[config.mk]
export PLATFORM = sky130hd
export DESIGN_NAME = dtt_quant
export DESIGN_NICKNAME = d
export VERILOG_FILES = /design/src/hdl/assert_macros.svh /design/src/hdl/dtt_pkg.sv /design/src/hdl/dtt_quant.sv
export SDC_FILE = /design/constraint.sdc
export NUM_CORES = 1
export LEC_CHECK = 0
export CAP_MARGIN = 20
export CORE_MARGIN = 5
export CORE_UTILIZATION = 55
export DETAILED_ROUTE_END_ITERATION = 6
export DONT_BUFFER_PORTS = 1
export GPL_TIMING_DRIVEN = 0
export PLACE_DENSITY = 0.71
export REMOVE_ABC_BUFFERS = 1
export SYNTH_ARGS = -nofsm -noshare
export SYNTH_HDL_FRONTEND = slang
export SYNTH_SLANG_ARGS = --single-unit
[constraint.sdc]
create_clock -name vclk -period 18
set_clock_uncertainty 0.15 [all_clocks]
set_input_delay 1.8 -clock vclk [all_inputs]
set_output_delay 1.8 -clock vclk [all_outputs]
set_load 0.01 [all_outputs]
[src/hdl/assert_macros.svh]
// ----------------------------------------------------------------------------
// Assertion macros
// Shared concurrent assertion shorthands for the dirty tile tracker RTL.
// ----------------------------------------------------------------------------
`ifndef ASSERT_MACROS_SVH
`define ASSERT_MACROS_SVH

`ifndef SYNTH

// Same-cycle implication, disabled while reset is asserted.
`define ASSERT_IMPLY(lbl, clk, rst_n, ante, cons, msg) \
    lbl: assert property (@(posedge clk) disable iff (!rst_n) (ante) |-> (cons)) \
        else $error(msg);

// Next-cycle implication, disabled while reset is asserted.
`define ASSERT_NEXT(lbl, clk, rst_n, ante, cons, msg) \
    lbl: assert property (@(posedge clk) disable iff (!rst_n) (ante) |=> (cons)) \
        else $error(msg);

`else

`define ASSERT_IMPLY(lbl, clk, rst_n, ante, cons, msg)
`define ASSERT_NEXT(lbl, clk, rst_n, ante, cons, msg)

`endif

`endif

[src/hdl/dtt_pkg.sv]
`timescale 1ns / 1ps
// ----------------------------------------------------------------------------
// Dirty tile tracker package
// Beat types, command and register codes and sizing constants.
// ----------------------------------------------------------------------------
package dtt_pkg;

    localparam int TILE_PIXELS   = 64;
    localparam int TILE_SHIFT    = $clog2(TILE_PIXELS);
    localparam int MAX_TILE_COLS = 64;
    localparam int MAX_TILE_ROWS = 64;
    localparam int ROW_W         = $clog2(MAX_TILE_ROWS);
    localparam int ROW_CNT_W     = $clog2(MAX_TILE_ROWS + 1);
    localparam int COL_CNT_W     = $clog2(MAX_TILE_COLS + 1);
    localparam int CANVAS_W      = 13;
    localparam int CFG_IDX_W     = 2;
    localparam int MASK_W        = 64;
    localparam int OUT_ROW_W     = 6;

    localparam logic [1:0] CMD_MARK  = 2'd0;
    localparam logic [1:0] CMD_TICK  = 2'd1;
    localparam logic [1:0] CMD_FLUSH = 2'd2;
    localparam logic [1:0] CMD_ABORT = 2'd3;

    localparam logic [CFG_IDX_W-1:0] CFG_CANVAS_WIDTH  = 2'd0;
    localparam logic [CFG_IDX_W-1:0] CFG_CANVAS_HEIGHT = 2'd1;

    localparam logic [CANVAS_W-1:0] CANVAS_RESET = 13'd4096;

    typedef struct packed {
        logic [1:0]         command;
        logic signed [15:0] rect_x;
        logic signed [15:0] rect_y;
        logic [14:0]        rect_w;
        logic [14:0]        rect_h;
    } t_in_beat;

    typedef struct packed {
        logic                 from_stroke_map;
        logic [OUT_ROW_W-1:0] tile_row;
        logic [MASK_W-1:0]    column_mask;
        logic                 last_row;
    } t_out_beat;

    typedef struct packed {
        logic                 none;
        logic [ROW_W-1:0]     row_first;
        logic [ROW_CNT_W-1:0] row_end;
        logic [MASK_W-1:0]    mask;
    } t_span;

endpackage

[src/hdl/dtt_quant.sv]
`timescale 1ns / 1ps
// ----------------------------------------------------------------------------
// Dirty tile tracker quantizer
// Turns a pixel rectangle into a tile row span and a column mask.
// ----------------------------------------------------------------------------
module dtt_quant
    import dtt_pkg::*;
(
    input  logic [CANVAS_W-1:0] i_canvas_w,
    input  logic [CANVAS_W-1:0] i_canvas_h,
    input  t_in_beat            i_req,
    output t_span               o_span
);

    localparam int CSUM_W  = CANVAS_W + 1;
    localparam int CTILE_W = CSUM_W - TILE_SHIFT;
    localparam int ESUM_W  = 17;
    localparam int END_W   = ESUM_W - TILE_SHIFT;
    localparam int BEG_W   = 15 - TILE_SHIFT;

    logic [CSUM_W-1:0]    w_wsum, w_hsum;
    logic [CTILE_W-1:0]   w_wt, w_ht;
    logic [COL_CNT_W-1:0] w_cols;
    logic [ROW_CNT_W-1:0] w_rows;
    logic [14:0]          w_sx, w_sy;
    logic [BEG_W-1:0]     w_x0, w_y0;
    logic [ESUM_W-1:0]    w_xsum, w_ysum;
    logic [END_W-1:0]     w_x1raw, w_y1raw;
    logic [COL_CNT_W-1:0] w_x1;
    logic [ROW_CNT_W-1:0] w_y1;

    always_comb begin
        w_wsum = {1'b0, i_canvas_w} + CSUM_W'(TILE_PIXELS - 1);
        w_hsum = {1'b0, i_canvas_h} + CSUM_W'(TILE_PIXELS - 1);
        w_wt   = CTILE_W'(w_wsum >> TILE_SHIFT);
        w_ht   = CTILE_W'(w_hsum >> TILE_SHIFT);
        w_cols = (w_wt > CTILE_W'(MAX_TILE_COLS)) ? COL_CNT_W'(MAX_TILE_COLS)
                                                 : COL_CNT_W'(w_wt);
        w_rows = (w_ht > CTILE_W'(MAX_TILE_ROWS)) ? ROW_CNT_W'(MAX_TILE_ROWS)
                                                 : ROW_CNT_W'(w_ht);

        w_sx = i_req.rect_x[15] ? '0 : i_req.rect_x[14:0];
        w_sy = i_req.rect_y[15] ? '0 : i_req.rect_y[14:0];
        w_x0 = BEG_W'(w_sx >> TILE_SHIFT);
        w_y0 = BEG_W'(w_sy >> TILE_SHIFT);

        w_xsum  = ESUM_W'(w_sx) + ESUM_W'(i_req.rect_w) + ESUM_W'(TILE_PIXELS - 1);
        w_ysum  = ESUM_W'(w_sy) + ESUM_W'(i_req.rect_h) + ESUM_W'(TILE_PIXELS - 1);
        w_x1raw = END_W'(w_xsum >> TILE_SHIFT);
        w_y1raw = END_W'(w_ysum >> TILE_SHIFT);
        w_x1 = (w_x1raw > END_W'(w_cols)) ? w_cols : COL_CNT_W'(w_x1raw);
        w_y1 = (w_y1raw > END_W'(w_rows)) ? w_rows : ROW_CNT_W'(w_y1raw);

        o_span.none = (w_x0 >= BEG_W'(w_x1)) || (w_y0 >= BEG_W'(w_y1));
        o_span.row_first = ROW_W'(w_y0);
        o_span.row_end   = w_y1;
        o_span.mask      = '0;
        for (int c = 0; c < MAX_TILE_COLS; c++) begin
            o_span.mask[c] = (BEG_W'(c) >= w_x0) && (BEG_W'(c) < BEG_W'(w_x1));
        end
    end

endmodule

==> results.ini <==
[route]
drt-total-wl_um = 17000
drtIter0Drc = 368
drc = 0
via_per_inst = 6.89
drt-wirelength-per-cell_um = 21.8
vias = 5363
route.antenna.remaining_nets = 0
drtPass1Iterations = 5

[timing]
fmax_mhz = 94.9
tightest_slew_ns = 1.15
hold_viol = 0
final-setup-viol-count = 0
tns_ns = 0
worst_slack_ns = 7.47
slew_headroom_pct = 22.5
slew_violations = 0
period_needed_ns = 10.53
rsz0062_at_grt = no
finalCritPeriodShare_pct = 58.5

[worst_setup_path]
worstPathArrival_ns = 8.58
required_ns = 16.05
crit_type = input port to output pin
worst_setup_path_end_kind = output pin
cp_max_fo = 25
cp-start-kind = input port

[placement]
post-place-ws_ns = 7.66
hpwlAfterDp_um = 13900
dp_cells = 777
portBuffers = 0
postPlaceCellArea_um2 = 4700
place_congestion = 1.02

[final_layout]
regArea_um2 = 0
final_cell_mix = ha_1, nand2_1, inv_1, nor2_1, a21oi_1
finalNonFillerCells = 778
final_area_um2 = 4710
numSequentialCells = 0
multi_input_area_um2 = 4250
clock_buffers = 0
n_antenna_cell = 0
mostFrequentLayoutCell = ha_1
fillers = 800
drive_above_1_share_pct = 4.46
layout.nets = 847
areaGrowthSynthToFinish_pct = 2.25

[power_and_ir_drop]
sequentialPowerShare_pct = 0
peakVddDrop_mv = 0.0323
sw_frac_of_total_pct = 65.7
pwr-share-comb_pct = 100.0
p_int_uw = 93.9
p_switching_uw = 180
powerDensity_nw_per_um2 = 58.0
p_leak_nw = 2.15
clkPwrFrac_pct = 0

[floorplan]
fp.dieW_um = 102
die-height_um = 102
core_um2 = 8180
die_area_um2 = 10300
initial_core_util_pct = 56.4
io_pins = 168
rows = 33

[clock_network]
hold_buffers = 0
ctsResizeCount = 0
cts_setup_buffers = 0

[global_route]
grt_pass1_wl_um = 25800
grt_remaining_overflow = 0
grt_max_degree = 40
antenna_found_initial = 0
grt_usage_pct = 30.8
grt_pass1_vias = 5075

[logic_synthesis]
synthCells = 695
synth_top_area_share_pct = 22.3
synth_cell_types = 62
yosys.area.top_type = ha_1
ys_warn_count = 0
syn_avg_cell_area_um2 = 6.63
ys_top_cells_by_area = ha_1, a21oi_1, nand2_1
synth_area_um2 = 4610
yosysSeqAreaShare_pct = 0

[job]
cap_violations = 0

[outcome]
status = finished clean

[min_path]
min_path_type = input port to output pin

## kinds of logic (layout without fill, tap and decap cells)
family,Yosys count,count (layout),synth area share [%]
AO/OA/AOI/OAI,205,205,30.9
XOR/XNOR,28,28,5.32
adder cells (fa/ha/maj),82,82,22.3
buffers and inverters,92,70,8.01
multiplexers,21,21,4.78
AND/OR/NAND/NOR,267,267,28.7
## per-layer routing
layer	routed length [um]	up-vias	track usage (%)	share of wire, %
met3	1890	59	6.96	11
met4	692	0	10.5	4.1
li1	-	2534	-	-
met1	6780	2466	39.0	40
met2	7600	304	51.2	45
met5	0	-	0	0
## power groups by stage
stage / clock, mW / sequential, mW / combinational [mW]
floorplan: 0 / 0 / 0.194
global placement: 0 / 0 / 0.251
detailed placement: 0 / 0 / 0.266
CTS: 0 / 0 / 0.268
global route: 0 / 0 / 0.297
finish: 0 / 0 / 0.273
## per-stage QoR
step,hold WS (ns),power [mW],util [%]
CTS,3.53,0.268,57.5
global route,3.53,0.297,57.6
floorplan,3.51,0.194,-
finish,3.53,0.273,57.6
global placement,3.53,0.251,56.3
detailed placement,3.53,0.266,57.5
## layout make-up
| class | count | share of cell area, % |
|---|---|---|
| Inverter | 62 | 4.94 |
| Multi-Input combinational cell | 603 | 90.3 |
| Tap cell | 105 | 2.79 |
| Timing Repair Buffer | 8 | 1.99 |
## worst paths after layout
kind	from	end	depth (start not counted)	slack (ns)
min	i_req[45]	o_span[73]	1	3.53
max	i_req[61]	o_span[77]	26	7.47
## cells in the mapped netlist, types with 2 or more instances
cell type  count
or2_2          3
buf_2         10
nand2b_1      23
xnor2_1       13
o21a_1         5
o21ai_0       27
mux2_2         8
nand3_1       19
o41ai_2        2
a31oi_1       15
ha_1          82
o211ai_1       4
nor2b_1       22
or3_1          4
o22ai_1        3
a31o_2         2
o221a_2        2
o221ai_1       2
a21o_1        11
o31ai_1       12
nand3b_1       6
inv_1         59
nand2_1       65
a41oi_1        2
clkinv_1       3
o2111ai_1      3
a221oi_1      14
or4_1          2
nor2_1        59
nor3_1        26
a211o_1        2
nor3b_1        2
a22oi_1        3
a21oi_1       53
clkbuf_1      18
and3_1         7
nand4_1        9
o41ai_1        2
a211oi_1      27
nor4_1        10
and2_1         7
mux2i_1       13
xor2_1        15
## critical path: stages
cell and delay (ns):
nand2b_1 0.27, clkinv_1 0.41, ha_1 0.43, ha_1 0.39
and3_1 0.22, nand2_1 0.09, a41oi_1 0.06, nor3_1 0.25
xor2_1 0.85, clkinv_1 0.57, ha_1 0.47, nand4_1 0.10
nor2_1 0.09, a21oi_1 0.05, a21oi_1 0.27, o2111ai_4 0.39
buf_16 0.30, o21ai_0 0.26, ha_1 0.28, nand2b_1 0.13
a21o_1 0.17, a21o_1 0.17, a21oi_1 0.14, nor2b_1 0.07
o211ai_1 0.15, nand4_1 0.20
Power figures use the tool's default switching activity.
